<file path="src/rtl/dhcp_rp_pkg.sv">
package dhcp_rp_pkg;

  localparam int MaxBytes         = 576;
  localparam int FixedHeaderBytes = 236;
  localparam int OffW             = $clog2(MaxBytes + 1);
  localparam int XidW             = 32;
  localparam int MinLenW          = 10;
  localparam int CfgDataW         = 32;
  localparam int CfgIdxW          = 1;

  typedef logic [OffW-1:0] off_t;

  localparam off_t MaxBytesOff  = off_t'(MaxBytes);
  localparam off_t CookieOff    = off_t'(FixedHeaderBytes);
  localparam off_t OptionsOff   = off_t'(FixedHeaderBytes + 4);

  localparam logic [7:0] OpReply    = 8'd2;
  localparam logic [7:0] HtypeEther = 8'd1;
  localparam logic [7:0] HlenEther  = 8'd6;

  localparam logic [7:0] OptPad    = 8'd0;
  localparam logic [7:0] OptMask   = 8'd1;
  localparam logic [7:0] OptRouter = 8'd3;
  localparam logic [7:0] OptLease  = 8'd51;
  localparam logic [7:0] OptType   = 8'd53;
  localparam logic [7:0] OptServer = 8'd54;
  localparam logic [7:0] OptEnd    = 8'd255;

  typedef enum logic [CfgIdxW-1:0] {
    CFG_EXPECTED_XID = 1'b0,
    CFG_MIN_LENGTH   = 1'b1
  } cfg_idx_t;

  typedef enum logic [2:0] {
    ST_OK        = 3'd0,
    ST_SHORT     = 3'd1,
    ST_HEADER    = 3'd2,
    ST_XID       = 3'd3,
    ST_COOKIE    = 3'd4,
    ST_TRUNCATED = 3'd5,
    ST_MISSING   = 3'd6
  } status_t;

  typedef enum logic [1:0] {
    PH_CODE  = 2'd0,
    PH_LEN   = 2'd1,
    PH_VALUE = 2'd2,
    PH_DONE  = 2'd3
  } phase_t;

  typedef struct packed {
    status_t     status;
    logic [7:0]  message_type;
    logic [31:0] offered_ip;
    logic [31:0] netmask;
    logic [31:0] gateway;
    logic [31:0] server_id;
    logic [31:0] lease_seconds;
  } result_t;

  function automatic logic [7:0] cookie_byte(input logic [1:0] idx);
    logic [7:0] b;
    unique case (idx)
      2'd0: b = 8'd99;
      2'd1: b = 8'd130;
      2'd2: b = 8'd83;
      default: b = 8'd99;
    endcase
    return b;
  endfunction

endpackage

</file>
<file path="src/rtl/dhcp_rp_if.sv">
interface dhcp_rp_in_if;
  logic       valid;
  logic       ready;
  logic [7:0] data_byte;
  logic       last;

  modport source(output valid, output data_byte, output last, input ready);
  modport sink(input valid, input data_byte, input last, output ready);
endinterface

interface dhcp_rp_out_if;
  logic        valid;
  logic        ready;
  logic [2:0]  status;
  logic [7:0]  message_type;
  logic [31:0] offered_ip;
  logic [31:0] netmask;
  logic [31:0] gateway;
  logic [31:0] server_id;
  logic [31:0] lease_seconds;

  modport source(output valid, output status, output message_type, output offered_ip,
                 output netmask, output gateway, output server_id,
                 output lease_seconds, input ready);
  modport sink(input valid, input status, input message_type, input offered_ip,
               input netmask, input gateway, input server_id,
               input lease_seconds, output ready);
endinterface

</file>
<file path="src/rtl/dhcp_rp_core.sv">
module dhcp_rp_core (
  input  logic                               clk,
  input  logic                               rst_n,
  input  logic                               take,
  input  logic [7:0]                         data_byte,
  input  logic                               last,
  input  logic [dhcp_rp_pkg::XidW-1:0]       expected_xid,
  input  logic [dhcp_rp_pkg::MinLenW-1:0]    min_length,
  output dhcp_rp_pkg::result_t               result
);

  dhcp_rp_pkg::off_t   off_r, off_nxt;
  logic                hdr_bad_r, hdr_bad_nxt;
  logic                xid_bad_r, xid_bad_nxt;
  logic                cookie_bad_r, cookie_bad_nxt;
  logic [31:0]         xid_shift_r, xid_shift_nxt;
  dhcp_rp_pkg::phase_t phase_r, phase_nxt;
  logic [7:0]          opt_code_r, opt_code_nxt;
  logic [7:0]          bytes_left_r, bytes_left_nxt;
  logic [31:0]         value_shift_r, value_shift_nxt;
  logic [8:0]          value_count_r, value_count_nxt;
  logic [31:0]         yiaddr_r, yiaddr_nxt;
  logic [31:0]         mask_r, mask_nxt;
  logic [31:0]         router_r, router_nxt;
  logic [31:0]         server_r, server_nxt;
  logic [31:0]         lease_r, lease_nxt;
  logic [7:0]          type_r, type_nxt;

  dhcp_rp_pkg::off_t   need;
  dhcp_rp_pkg::off_t   cookie_idx;
  logic [31:0]         shifted_xid;
  logic [31:0]         shifted_val;
  logic [8:0]          count_inc;
  logic [7:0]          left_dec;
  logic                fields_zero;

  always_comb begin
    off_nxt         = off_r;
    hdr_bad_nxt     = hdr_bad_r;
    xid_bad_nxt     = xid_bad_r;
    cookie_bad_nxt  = cookie_bad_r;
    xid_shift_nxt   = xid_shift_r;
    phase_nxt       = phase_r;
    opt_code_nxt    = opt_code_r;
    bytes_left_nxt  = bytes_left_r;
    value_shift_nxt = value_shift_r;
    value_count_nxt = value_count_r;
    yiaddr_nxt      = yiaddr_r;
    mask_nxt        = mask_r;
    router_nxt      = router_r;
    server_nxt      = server_r;
    lease_nxt       = lease_r;
    type_nxt        = type_r;

    shifted_xid = {xid_shift_r[23:0], data_byte};
    shifted_val = (value_count_r < 9'd4) ? {value_shift_r[23:0], data_byte}
                                         : value_shift_r;
    count_inc   = value_count_r + 9'd1;
    left_dec    = bytes_left_r - 8'd1;
    cookie_idx  = off_r - dhcp_rp_pkg::CookieOff;

    if (off_r < dhcp_rp_pkg::MaxBytesOff) begin
      off_nxt = off_r + dhcp_rp_pkg::off_t'(1);
      priority if (off_r == dhcp_rp_pkg::off_t'(0)) begin
        if (data_byte != dhcp_rp_pkg::OpReply) hdr_bad_nxt = 1'b1;
      end else if (off_r == dhcp_rp_pkg::off_t'(1)) begin
        if (data_byte != dhcp_rp_pkg::HtypeEther) hdr_bad_nxt = 1'b1;
      end else if (off_r == dhcp_rp_pkg::off_t'(2)) begin
        if (data_byte != dhcp_rp_pkg::HlenEther) hdr_bad_nxt = 1'b1;
      end else if (off_r >= dhcp_rp_pkg::off_t'(4) && off_r <= dhcp_rp_pkg::off_t'(7)) begin
        xid_shift_nxt = shifted_xid;
        if (off_r == dhcp_rp_pkg::off_t'(7) && shifted_xid != expected_xid) begin
          xid_bad_nxt = 1'b1;
        end
      end else if (off_r >= dhcp_rp_pkg::off_t'(16) && off_r <= dhcp_rp_pkg::off_t'(19)) begin
        yiaddr_nxt = {yiaddr_r[23:0], data_byte};
      end else if (off_r >= dhcp_rp_pkg::CookieOff && off_r < dhcp_rp_pkg::OptionsOff) begin
        if (data_byte != dhcp_rp_pkg::cookie_byte(cookie_idx[1:0])) cookie_bad_nxt = 1'b1;
      end else if (off_r >= dhcp_rp_pkg::OptionsOff) begin
        unique case (phase_r)
          dhcp_rp_pkg::PH_CODE: begin
            if (data_byte == dhcp_rp_pkg::OptEnd) begin
              phase_nxt = dhcp_rp_pkg::PH_DONE;
            end else if (data_byte != dhcp_rp_pkg::OptPad) begin
              opt_code_nxt = data_byte;
              phase_nxt    = dhcp_rp_pkg::PH_LEN;
            end
          end
          dhcp_rp_pkg::PH_LEN: begin
            bytes_left_nxt  = data_byte;
            value_count_nxt = 9'd0;
            value_shift_nxt = 32'd0;
            // A zero-length option can never satisfy any of the captured options.
            phase_nxt = (data_byte == 8'd0) ? dhcp_rp_pkg::PH_CODE : dhcp_rp_pkg::PH_VALUE;
          end
          dhcp_rp_pkg::PH_VALUE: begin
            value_shift_nxt = shifted_val;
            value_count_nxt = count_inc;
            bytes_left_nxt  = left_dec;
            if (left_dec == 8'd0) begin
              phase_nxt = dhcp_rp_pkg::PH_CODE;
              priority if (opt_code_r == dhcp_rp_pkg::OptType && count_inc == 9'd1) begin
                type_nxt = shifted_val[7:0];
              end else if (opt_code_r == dhcp_rp_pkg::OptMask && count_inc == 9'd4) begin
                mask_nxt = shifted_val;
              end else if (opt_code_r == dhcp_rp_pkg::OptRouter && count_inc >= 9'd4) begin
                router_nxt = shifted_val;
              end else if (opt_code_r == dhcp_rp_pkg::OptServer && count_inc == 9'd4) begin
                server_nxt = shifted_val;
              end else if (opt_code_r == dhcp_rp_pkg::OptLease && count_inc == 9'd4) begin
                lease_nxt = shifted_val;
              end else begin
              end
            end
          end
          default: begin
          end
        endcase
      end else begin
      end
    end

    // The cookie position sets a floor on the length, whatever min_length holds.
    need = (min_length < dhcp_rp_pkg::OptionsOff) ? dhcp_rp_pkg::OptionsOff : min_length;

    priority if (off_nxt < need)    result.status = dhcp_rp_pkg::ST_SHORT;
    else if (hdr_bad_nxt)           result.status = dhcp_rp_pkg::ST_HEADER;
    else if (xid_bad_nxt)           result.status = dhcp_rp_pkg::ST_XID;
    else if (cookie_bad_nxt)        result.status = dhcp_rp_pkg::ST_COOKIE;
    else if (phase_nxt == dhcp_rp_pkg::PH_LEN || phase_nxt == dhcp_rp_pkg::PH_VALUE)
                                    result.status = dhcp_rp_pkg::ST_TRUNCATED;
    else if (type_nxt == 8'd0 || yiaddr_nxt == 32'd0)
                                    result.status = dhcp_rp_pkg::ST_MISSING;
    else                            result.status = dhcp_rp_pkg::ST_OK;

    fields_zero = (result.status == dhcp_rp_pkg::ST_SHORT)  ||
                  (result.status == dhcp_rp_pkg::ST_HEADER) ||
                  (result.status == dhcp_rp_pkg::ST_XID)    ||
                  (result.status == dhcp_rp_pkg::ST_COOKIE);

    result.message_type  = fields_zero ? 8'd0  : type_nxt;
    result.offered_ip    = fields_zero ? 32'd0 : yiaddr_nxt;
    result.netmask       = fields_zero ? 32'd0 : mask_nxt;
    result.gateway       = fields_zero ? 32'd0 : router_nxt;
    result.server_id     = fields_zero ? 32'd0 : server_nxt;
    result.lease_seconds = fields_zero ? 32'd0 : lease_nxt;
  end

  always_ff @(posedge clk) begin
    if (!rst_n || (take && last)) begin
      off_r         <= '0;
      hdr_bad_r     <= 1'b0;
      xid_bad_r     <= 1'b0;
      cookie_bad_r  <= 1'b0;
      xid_shift_r   <= '0;
      phase_r       <= dhcp_rp_pkg::PH_CODE;
      opt_code_r    <= '0;
      bytes_left_r  <= '0;
      value_shift_r <= '0;
      value_count_r <= '0;
      yiaddr_r      <= '0;
      mask_r        <= '0;
      router_r      <= '0;
      server_r      <= '0;
      lease_r       <= '0;
      type_r        <= '0;
    end else if (take) begin
      off_r         <= off_nxt;
      hdr_bad_r     <= hdr_bad_nxt;
      xid_bad_r     <= xid_bad_nxt;
      cookie_bad_r  <= cookie_bad_nxt;
      xid_shift_r   <= xid_shift_nxt;
      phase_r       <= phase_nxt;
      opt_code_r    <= opt_code_nxt;
      bytes_left_r  <= bytes_left_nxt;
      value_shift_r <= value_shift_nxt;
      value_count_r <= value_count_nxt;
      yiaddr_r      <= yiaddr_nxt;
      mask_r        <= mask_nxt;
      router_r      <= router_nxt;
      server_r      <= server_nxt;
      lease_r       <= lease_nxt;
      type_r        <= type_nxt;
    end
  end

  a_clear_after_last: assert property (@(posedge clk) disable iff (!rst_n)
    take && last |=> off_r == '0 && phase_r == dhcp_rp_pkg::PH_CODE)
    else $error("per-reply state not cleared after the final byte");

  a_offset_bounded: assert property (@(posedge clk) disable iff (!rst_n)
    off_r <= dhcp_rp_pkg::MaxBytesOff)
    else $error("byte offset ran past the maximum reply length");

  a_end_option_holds: assert property (@(posedge clk) disable iff (!rst_n)
    phase_r == dhcp_rp_pkg::PH_DONE && !(take && last) |=> phase_r == dhcp_rp_pkg::PH_DONE)
    else $error("option walk resumed after the end option");

endmodule

</file>
<file path="src/rtl/dhcp_reply_parser_unit.sv">
// Channel  Direction  Payload
// in_chan  sink       data_byte[7:0], last
// out_chan source     status[2:0], message_type[7:0], offered_ip, netmask, gateway,
//                     server_id, lease_seconds (32 bits each)
// cfg      write      cfg_we, cfg_index (0 expected_xid, 1 min_length), cfg_data[31:0]
//
// One byte is accepted per cycle while no final byte waits on a stalled result;
// a byte waits in the input register and is folded into the reply state when taken.
// The final byte of a reply loads the result register on the edge that folds it in.
// A stalled result holds a final byte in the input register, which stalls the input.
// Synchronous active-low reset clears per-reply state and the valid flags.
module dhcp_reply_parser_unit (
  input  logic                                 clk,
  input  logic                                 rst_n,
  dhcp_rp_in_if.sink                           in_chan,
  dhcp_rp_out_if.source                        out_chan,
  input  logic                                 cfg_we,
  input  logic [dhcp_rp_pkg::CfgIdxW-1:0]      cfg_index,
  input  logic [dhcp_rp_pkg::CfgDataW-1:0]     cfg_data
);

  logic                                  s1_valid_r;
  logic [7:0]                            s1_byte_r;
  logic                                  s1_last_r;
  logic                                  take;
  logic                                  out_valid_r;
  dhcp_rp_pkg::result_t                  out_r;
  dhcp_rp_pkg::result_t                  result;
  logic [dhcp_rp_pkg::XidW-1:0]          expected_xid_r;
  logic [dhcp_rp_pkg::MinLenW-1:0]       min_length_r;

  // A final byte may only proceed when the result register is free or draining.
  assign take = s1_valid_r && (!s1_last_r || !out_valid_r || out_chan.ready);
  assign in_chan.ready = !s1_valid_r || take;

  always_ff @(posedge clk) begin
    if (!rst_n) begin
      expected_xid_r <= '0;
      min_length_r   <= dhcp_rp_pkg::MinLenW'(240);
    end else if (cfg_we) begin
      unique case (dhcp_rp_pkg::cfg_idx_t'(cfg_index))
        dhcp_rp_pkg::CFG_EXPECTED_XID: expected_xid_r <= cfg_data[dhcp_rp_pkg::XidW-1:0];
        dhcp_rp_pkg::CFG_MIN_LENGTH:   min_length_r   <= cfg_data[dhcp_rp_pkg::MinLenW-1:0];
        default: begin
        end
      endcase
    end
  end

  always_ff @(posedge clk) begin
    if (!rst_n) begin
      s1_valid_r <= 1'b0;
    end else if (in_chan.ready) begin
      s1_valid_r <= in_chan.valid;
    end
  end

  always_ff @(posedge clk) begin
    if (in_chan.ready && in_chan.valid) begin
      s1_byte_r <= in_chan.data_byte;
      s1_last_r <= in_chan.last;
    end
  end

  dhcp_rp_core u_core (
    .clk          (clk),
    .rst_n        (rst_n),
    .take         (take),
    .data_byte    (s1_byte_r),
    .last         (s1_last_r),
    .expected_xid (expected_xid_r),
    .min_length   (min_length_r),
    .result       (result)
  );

  always_ff @(posedge clk) begin
    if (!rst_n) begin
      out_valid_r <= 1'b0;
    end else if (take && s1_last_r) begin
      out_valid_r <= 1'b1;
    end else if (out_chan.ready) begin
      out_valid_r <= 1'b0;
    end
  end

  always_ff @(posedge clk) begin
    if (take && s1_last_r) begin
      out_r <= result;
    end
  end

  assign out_chan.valid         = out_valid_r;
  assign out_chan.status        = out_r.status;
  assign out_chan.message_type  = out_r.message_type;
  assign out_chan.offered_ip    = out_r.offered_ip;
  assign out_chan.netmask       = out_r.netmask;
  assign out_chan.gateway       = out_r.gateway;
  assign out_chan.server_id     = out_r.server_id;
  assign out_chan.lease_seconds = out_r.lease_seconds;

  a_no_result_overwrite: assert property (@(posedge clk) disable iff (!rst_n)
    out_valid_r && !out_chan.ready |-> !(take && s1_last_r))
    else $error("pending result overwritten");

  a_ok_has_fields: assert property (@(posedge clk) disable iff (!rst_n)
    out_valid_r && out_r.status == dhcp_rp_pkg::ST_OK |->
      out_r.message_type != 8'd0 && out_r.offered_ip != 32'd0)
    else $error("ok status without message type or offered address");

  a_fail_fields_zero: assert property (@(posedge clk) disable iff (!rst_n)
    out_valid_r && (out_r.status == dhcp_rp_pkg::ST_SHORT ||
                    out_r.status == dhcp_rp_pkg::ST_HEADER ||
                    out_r.status == dhcp_rp_pkg::ST_XID ||
                    out_r.status == dhcp_rp_pkg::ST_COOKIE) |->
      out_r.message_type == 8'd0 && out_r.offered_ip == 32'd0 && out_r.netmask == 32'd0 &&
      out_r.gateway == 32'd0 && out_r.server_id == 32'd0 && out_r.lease_seconds == 32'd0)
    else $error("failed reply carries nonzero fields");

  a_stalled_byte_held: assert property (@(posedge clk) disable iff (!rst_n)
    s1_valid_r && !take |=> s1_valid_r && $stable(s1_byte_r) && $stable(s1_last_r))
    else $error("stalled request lost in the input register");

endmodule
</file>
<file path="src/flat_wrapper.sv">
// flat-port wrapper written by rule: the top's interface ports become plain ports
module dhcp_reply_parser_unit_flat 
  (clk, rst_n, cfg_we, cfg_index, cfg_data, in_chan_valid, in_chan_data_byte, in_chan_last, in_chan_ready, out_chan_valid, out_chan_status, out_chan_message_type, out_chan_offered_ip, out_chan_netmask, out_chan_gateway, out_chan_server_id, out_chan_lease_seconds, out_chan_ready);
  dhcp_rp_in_if in_chan_i ();
  dhcp_rp_out_if out_chan_i ();
  input  logic clk;
  input  logic rst_n;
  input  logic cfg_we;
  input  logic [dhcp_rp_pkg::CfgIdxW-1:0] cfg_index;
  input  logic [dhcp_rp_pkg::CfgDataW-1:0] cfg_data;
  input wire logic [$bits(in_chan_i.valid)-1:0] in_chan_valid;
  input wire logic [$bits(in_chan_i.data_byte)-1:0] in_chan_data_byte;
  input wire logic [$bits(in_chan_i.last)-1:0] in_chan_last;
  output wire logic [$bits(in_chan_i.ready)-1:0] in_chan_ready;
  output wire logic [$bits(out_chan_i.valid)-1:0] out_chan_valid;
  output wire logic [$bits(out_chan_i.status)-1:0] out_chan_status;
  output wire logic [$bits(out_chan_i.message_type)-1:0] out_chan_message_type;
  output wire logic [$bits(out_chan_i.offered_ip)-1:0] out_chan_offered_ip;
  output wire logic [$bits(out_chan_i.netmask)-1:0] out_chan_netmask;
  output wire logic [$bits(out_chan_i.gateway)-1:0] out_chan_gateway;
  output wire logic [$bits(out_chan_i.server_id)-1:0] out_chan_server_id;
  output wire logic [$bits(out_chan_i.lease_seconds)-1:0] out_chan_lease_seconds;
  input wire logic [$bits(out_chan_i.ready)-1:0] out_chan_ready;
  assign in_chan_i.valid = in_chan_valid;
  assign in_chan_i.data_byte = in_chan_data_byte;
  assign in_chan_i.last = in_chan_last;
  assign in_chan_ready = in_chan_i.ready;
  assign out_chan_valid = out_chan_i.valid;
  assign out_chan_status = out_chan_i.status;
  assign out_chan_message_type = out_chan_i.message_type;
  assign out_chan_offered_ip = out_chan_i.offered_ip;
  assign out_chan_netmask = out_chan_i.netmask;
  assign out_chan_gateway = out_chan_i.gateway;
  assign out_chan_server_id = out_chan_i.server_id;
  assign out_chan_lease_seconds = out_chan_i.lease_seconds;
  assign out_chan_i.ready = out_chan_ready;
  dhcp_reply_parser_unit u_core (.clk(clk), .rst_n(rst_n), .in_chan(in_chan_i), .out_chan(out_chan_i), .cfg_we(cfg_we), .cfg_index(cfg_index), .cfg_data(cfg_data));
endmodule
</file>
<file path="config.mk">
export PLATFORM = sky130hd
export DESIGN_NAME = dhcp_reply_parser_unit_flat
export DESIGN_NICKNAME = d
export VERILOG_FILES = /design/src/rtl/dhcp_rp_pkg.sv /design/src/rtl/dhcp_rp_if.sv /design/src/rtl/dhcp_rp_core.sv /design/src/rtl/dhcp_reply_parser_unit.sv /design/src/flat_wrapper.sv
export SDC_FILE = /design/constraint.sdc
export NUM_CORES = 1
export LEC_CHECK = 0
export BUFFER_PORTS_ARGS = -buffer_cell sky130_fd_sc_hd__buf_2
export CORE_ASPECT_RATIO = 1.1
export CORE_MARGIN = 10
export CORE_UTILIZATION = 55
export DETAILED_ROUTE_END_ITERATION = 12
export PLACE_DENSITY = 0.75
export SYNTH_ARGS = -nofsm -noshare
export SYNTH_HDL_FRONTEND = slang
export SYNTH_SLANG_ARGS = --single-unit
</file>
<file path="constraint.sdc">
create_clock -name clk -period 14.9 [get_ports clk]
set_input_delay 1.49 -clock clk [delete_from_list [all_inputs] [get_ports clk]]
set_output_delay 1.49 -clock clk [all_outputs]
set_load 0.01 [all_outputs]
</file>
Yosys cells after proc, flatten, opt, wreduce, memory -nomap -nowiden
Index checks and enable logic that the tools add are counted.

Register bits after elaboration: 488. Output and inout port bits: 173.

$add $sub $neg: 4. Order comparisons: 12. Equality and inequality tests: 26. Mux-type cells: 127. Bitwise operators: 8. Reduce and logical (&&, ||, !) cells: 39.

Operators with widths (number): $mux 32 (61); $mux 8 (18); $pmux 32 s2 (1); $logic_not 32->1 (1); $ne 32x32->1 (1); $pmux 8 s2 (2); $eq 8x6->1 const B (3); $logic_not 8->1 (3); $mux 2 (12); $mux 1 (23); $ge 10x8->1 const B (2); $lt 10x8->1 const B (2); $mux 10 (2); $mux 3 (6); $pmux 9 s2 (1); $logic_and 1x1->1 (12); $reduce_and 12->1 (1); $add 10x1->10 const B (1); $eq 10x1->1 const B (1); $eq 10x2->1 const B (1); $eq 10x3->1 const B (1); $ge 10x3->1 const B (1); $ge 10x5->1 const B (1); $le 10x3->1 const B (1); other kinds (33) (58).

Depth between registers and ports, before layout
Depth after elaboration: 27. Gate-level depth with buffers: 17.

Cells and area by module
From an unflattened synthesis, not the netlist that was laid out.

Cells, all modules: 2384. Area, all modules: 21627.0 um^2.

Modules (own cells, without submodules): dhcp_rp_core (times used 1, cells an instance 2008, area each 14541.4 um^2, seq. area each 5285.1 um^2); dhcp_reply_parser_unit (times used 1, cells an instance 376, area each 7085.5 um^2, seq. area each 6286.0 um^2).

Worst setup path before layout
OpenSTA, ideal clock, no wires.

Path type: input to register. From: in out_chan_ready. To: reg u_core.u_core.mask_r[10]. Library setup time: 0.143 ns. Data arrival time: 6.937 ns. Slack: 7.819 ns. Cell stages on the path: 7. Path through: nor2b_1 > a21boi_0 > and2_1 > nand2b_1 > clkbuf_1 > clkbuf_1 > a21oi_2.

Longest elaborated chain between the ends: 4.

RTL lines: start, declared (line flat_wrapper.sv:23) `input wire logic [$bits(out_chan_i.ready)-1:0] out_chan_ready;`; $logic_or 1x1->1 (*) (line dhcp_reply_parser_unit.sv:33) `assign take = s1_valid_r && (!s1_last_r || !out_valid_r || out_chan.ready);`; $logic_and 1x1->1 (*) (line dhcp_reply_parser_unit.sv:33); $logic_and 1x1->1 (line dhcp_rp_core.sv:150) `if (!rst_n || (take && last)) begin`; $logic_or 1x1->1 (line dhcp_rp_core.sv:150); end signal, assigned (line dhcp_rp_core.sv:179) `mask_r <= mask_nxt;`; end, declared (line dhcp_rp_core.sv:23) `logic [31:0] mask_r, mask_nxt;`.

Every way passes the cells marked *; elsewhere a longest branch is shown, timed or not. A chain may end at the register's enable or synchronous reset.

Worst setup path in the final report
From: reg u_core.u_core.off_r[0]. To: reg u_core.out_r (netlist bit u_core.out_chan.gateway[5]) (data pin).

Elaborated cells on any way between the ends: 98. Those cells by class: 2 x add/sub; 9 x order compare; 12 x eq/ne; 63 x mux; 12 x reduce/logical.

RTL lines: start, declared (line dhcp_rp_core.sv:12) `dhcp_rp_pkg::off_t off_r, off_nxt;`; start signal, assigned (line dhcp_rp_core.sv:168) `off_r <= off_nxt;`; $add 10x1->10 or $lt 10x10->1 (tied branches) (line dhcp_rp_core.sv:63, dhcp_rp_core.sv:62); $mux 10 (*) (line dhcp_rp_core.sv:62) `if (off_r < dhcp_rp_pkg::MaxBytesOff) begin`; named net u_core.u_core.off_nxt[7] (line dhcp_rp_core.sv:12); $lt 10x10->1 (*) (line dhcp_rp_core.sv:126) `priority if (off_nxt < need) result.status = dhcp_rp_pkg::ST_SHORT;`; $mux 3 (*) (line dhcp_rp_core.sv:126); $eq 3x1->1 or $eq 3x2->1 (tied branches) (line dhcp_rp_core.sv:136, dhcp_rp_core.sv:137); $logic_or 1x1->1 (line dhcp_rp_core.sv:136) `fields_zero = (result.status == dhcp_rp_pkg::ST_SHORT) ||`; $logic_or 1x1->1 (line dhcp_rp_core.sv:137) `(result.status == dhcp_rp_pkg::ST_HEADER) ||`; $logic_or 1x1->1 (*) (line dhcp_rp_core.sv:138) `(result.status == dhcp_rp_pkg::ST_XID) ||`; end signal, assigned (line dhcp_reply_parser_unit.sv:88) `out_r <= result;`; end, declared (line dhcp_reply_parser_unit.sv:27) `dhcp_rp_pkg::result_t out_r;`.

The timed path passes the listed nets; every way through them passes the cells marked *. The select of a mux whose other input is x is not followed.

==> out/metrics.yaml <==
timing:
  finalCritPeriodShare_pct: 34.5
  fmax_mhz: 195
  setup_viol: 0
  finalHoldViolations: 0
  fin_skew_ns: 0.0280
  tns_ns: 0
  min_period_ns: 5.14
  hold_slack_ns: 0.449
  rsz0062_at_grt: "false"
  slew_headroom_pct: 13.3
  tightest_slew_ns: 1.30
  finalMaxSlewViolations: 0
global_route:
  grt_remaining_overflow: 0
  grt_start_max_net_pins: 227
  antenna_found_initial: 0
  grt_pass1_wl_mm: 87.4
  grt_util_all_layers_pct: 22.0
  grt_pass1_vias: 16500
logic_synthesis:
  syn_area_per_cell_um2: 9.37
  synth_fp_nets: 2374
  netlist_area_um2: 21600
  synth_seq_cells: 488
  synth_top_area_share_pct: 28.6
  ys_types: 68
  synth_edf_count: 180
  yosys_warnings: 0
  synth.top_cells.by_count: "nand2_1 (584), dfxtp_1 (308), a21oi_1 (238), nor2_1 (199), edfxtp_1 (180)"
  syn_inst: 2303
  yosysTopAreaCell: "dfxtp_1"
  yosysMostFrequentCell: "nand2_1"
  synth_ff_type: "dfxtp_1"
  async_flop_share_pct: 0
  seq_area_frac_synth_pct: 53.6
  synthTopCellsByArea: "dfxtp_1 (29%), edfxtp_1 (25%), nand2_1 (10%)"
clock_tree:
  cts_root_buffer: "clkbuf_16"
  cts_buffers: 47
  cts_resized: 0
  post_cts_buffers: 0
  ctsHoldBuffers: 0
  insertion_delay_ns: 0.57
  clk_pin_slew_ns: 0.06
  cts_sinks: 488
  h-tree-depth: 2
  cts_tree: "yes"
  cts_buffer_depth: 3
critical_path:
  arrival_ns: 5.42
  critPathKind: "reg2reg"
  startpoint_type: "register"
  worst_setup_path_end_kind: "register"
  crit_required_ns: 15.18
  worstPathMaxFanout: 93
finish:
  fill_cells: 3291
  finalNetCount: 2498
  multi_input_area_um2: 9290
  drive_gt1_share_pct: 18.0
  syn2layout_area_growth_pct: 12.9
  n_antenna_cell: 0
  regArea_um2: 11600
routing:
  avgRoutedWirePerCell_um: 18.4
  dr_total_vias: 16900
  drtPass1Iterations: 5
  drt_iter0_markers: 1369
  viasPerCell: 5.69
  wl_mm: 54.8
  drc: 0
  drtAntennaViolNets: 0
placement:
  gp_congestion: 0.945
  place_hpwl_mm: 35.3
  io_buffer_count: 219
floorplanning:
  std_cell_rows: 76
  io-pin-count: 220
  core_area_um2: 39000
  die_w_um: 209
  start_util_pct: 55.4
  die_area_um2: 47600
  die_y_um: 228
job:
  maxCapViolCount: 0
pwr:
  irDropWorstVdd_v: 0.000110
  p_per_area_nw_per_um2: 109
  power.leakage_nw: 9.17
hold_path:
  min_path_type: "reg2reg"
run_status:
  status: "finished clean"
## placed cells by master (no fill, tap or decap), types with 43 or more instances in the layout
master / count
nand3_1: 54
dfxtp_1: 308
nor2_1: 195
mux2i_1: 145
nand2_1: 584
buf_2: 219
edfxtp_1: 180
xnor2_1: 43
a21oi_1: 238
clkbuf_16: 48
## power by group
part           switching [mW]  internal [mW]
clock network           0.506          0.667
logic                  0.0544         0.0238
registers              0.0124           1.39
total                   0.572           2.08
## metal layers
metal | wire length, µm | share of wire [%] | vias to the layer above | global-route usage (%)
met2 | 28200 | 51 | 502 | 39.1
met4 | 1740 | 3.2 | 0 | 8.12
met5 | 0 | 0 | - | 0
met3 | 3000 | 5.5 | 112 | 3.62
met1 | 21900 | 40 | 8177 | 26.2
li1 | - | - | 8116 | -
## stage by stage
step	utilization, %	std cells	setup WS, ns	area, µm²	total power [mW]
final	62.5	2973	9.76	24400	2.65
after detailed placement	58.6	2885	9.88	22800	1.51
after floorplan	-	2303	7.82	21600	1.48
after global routing	62.5	2973	9.34	24400	2.73
after CTS	62.5	2973	9.89	24400	2.67
after global placement	58.6	2885	10.0	22800	1.51
## registers in the layout (all words and copies together), names as in the netlist, 8 cells and up
| signal | count |
|---|---|
| u_core.out_chan.gateway | 32 |
| u_core.u_core.value_shift_r | 32 |
| u_core.u_core.yiaddr_r | 32 |
| u_core.u_core.xid_shift_r | 24 |
| u_core.u_core.off_r | 10 |
| u_core.u_core.type_r | 8 |
| u_core.min_length_r | 10 |
| u_core.out_chan.lease_seconds | 32 |
| u_core.u_core.server_r | 32 |
| u_core.s1_byte_r | 8 |
| u_core.out_chan.message_type | 8 |
| u_core.u_core.mask_r | 32 |
| u_core.u_core.lease_r | 32 |
| u_core.expected_xid_r | 32 |
| u_core.u_core.opt_code_r | 8 |
| u_core.u_core.bytes_left_r | 8 |
| u_core.out_chan.netmask | 32 |
| u_core.u_core.value_count_r | 9 |
| u_core.out_chan.offered_ip | 32 |
| u_core.out_chan.server_id | 32 |
| u_core.u_core.router_r | 32 |
## layout make-up
type,instances,area share (%)
sequential,488,47.5
multi-input combinational,1632,38.2
clock buffer,71,5.57
timing repair buffer,242,5.26
tap,507,2.60
clock inverter,17,0.652
inverter,16,0.247
## cells by family after synthesis
group                    after synthesis  share of synthesized area [%]
multiplexers                         177                           8.39
buffers and inverters                183                           3.77
adder cells (fa/ha/maj)               24                           1.39
XOR/XNOR                              52                           2.11
AND/OR/NAND/NOR                      989                           19.7
AO/OA/AOI/OAI                        390                           11.0
flip-flops                           488                           53.6
## worst max-delay path, stage by stage (launching register included)
cell	delay, ns
dfxtp_1	0.47
inv_1	0.17
nor3_1	0.47
nand3_1	0.23
xnor2_1	0.24
ha_1	0.28
a21o_1	0.19
a21o_1	0.17
a21oi_1	0.18
nor4b_1	0.39
nor2_1	0.20
nand4_4	0.09
buf_4	0.66
buf_4	0.87
nor2_1	0.13
## path summary, 6_finish.rpt
check / start / end / slack, ns / cells after the start
worst max register to register: u_core.u_core.off_r[0]$_SDFFE_PP0P_ / u_core.out_chan.gateway[5]$_SDFFCE_PP0P_ / 9.76 / 14
worst max-delay path: u_core.u_core.off_r[0]$_SDFFE_PP0P_ / u_core.out_chan.gateway[5]$_SDFFCE_PP0P_ / 9.76 / 14
worst min-delay path: u_core.u_core.lease_r[16]$_SDFFE_PP0P_ / u_core.u_core.lease_r[16]$_SDFFE_PP0P_ / 0.45 / 2
worst min register to register: u_core.u_core.lease_r[16]$_SDFFE_PP0P_ / u_core.u_core.lease_r[16]$_SDFFE_PP0P_ / 0.45 / 2
Note: power is estimated with default switching activity, not from simulation.
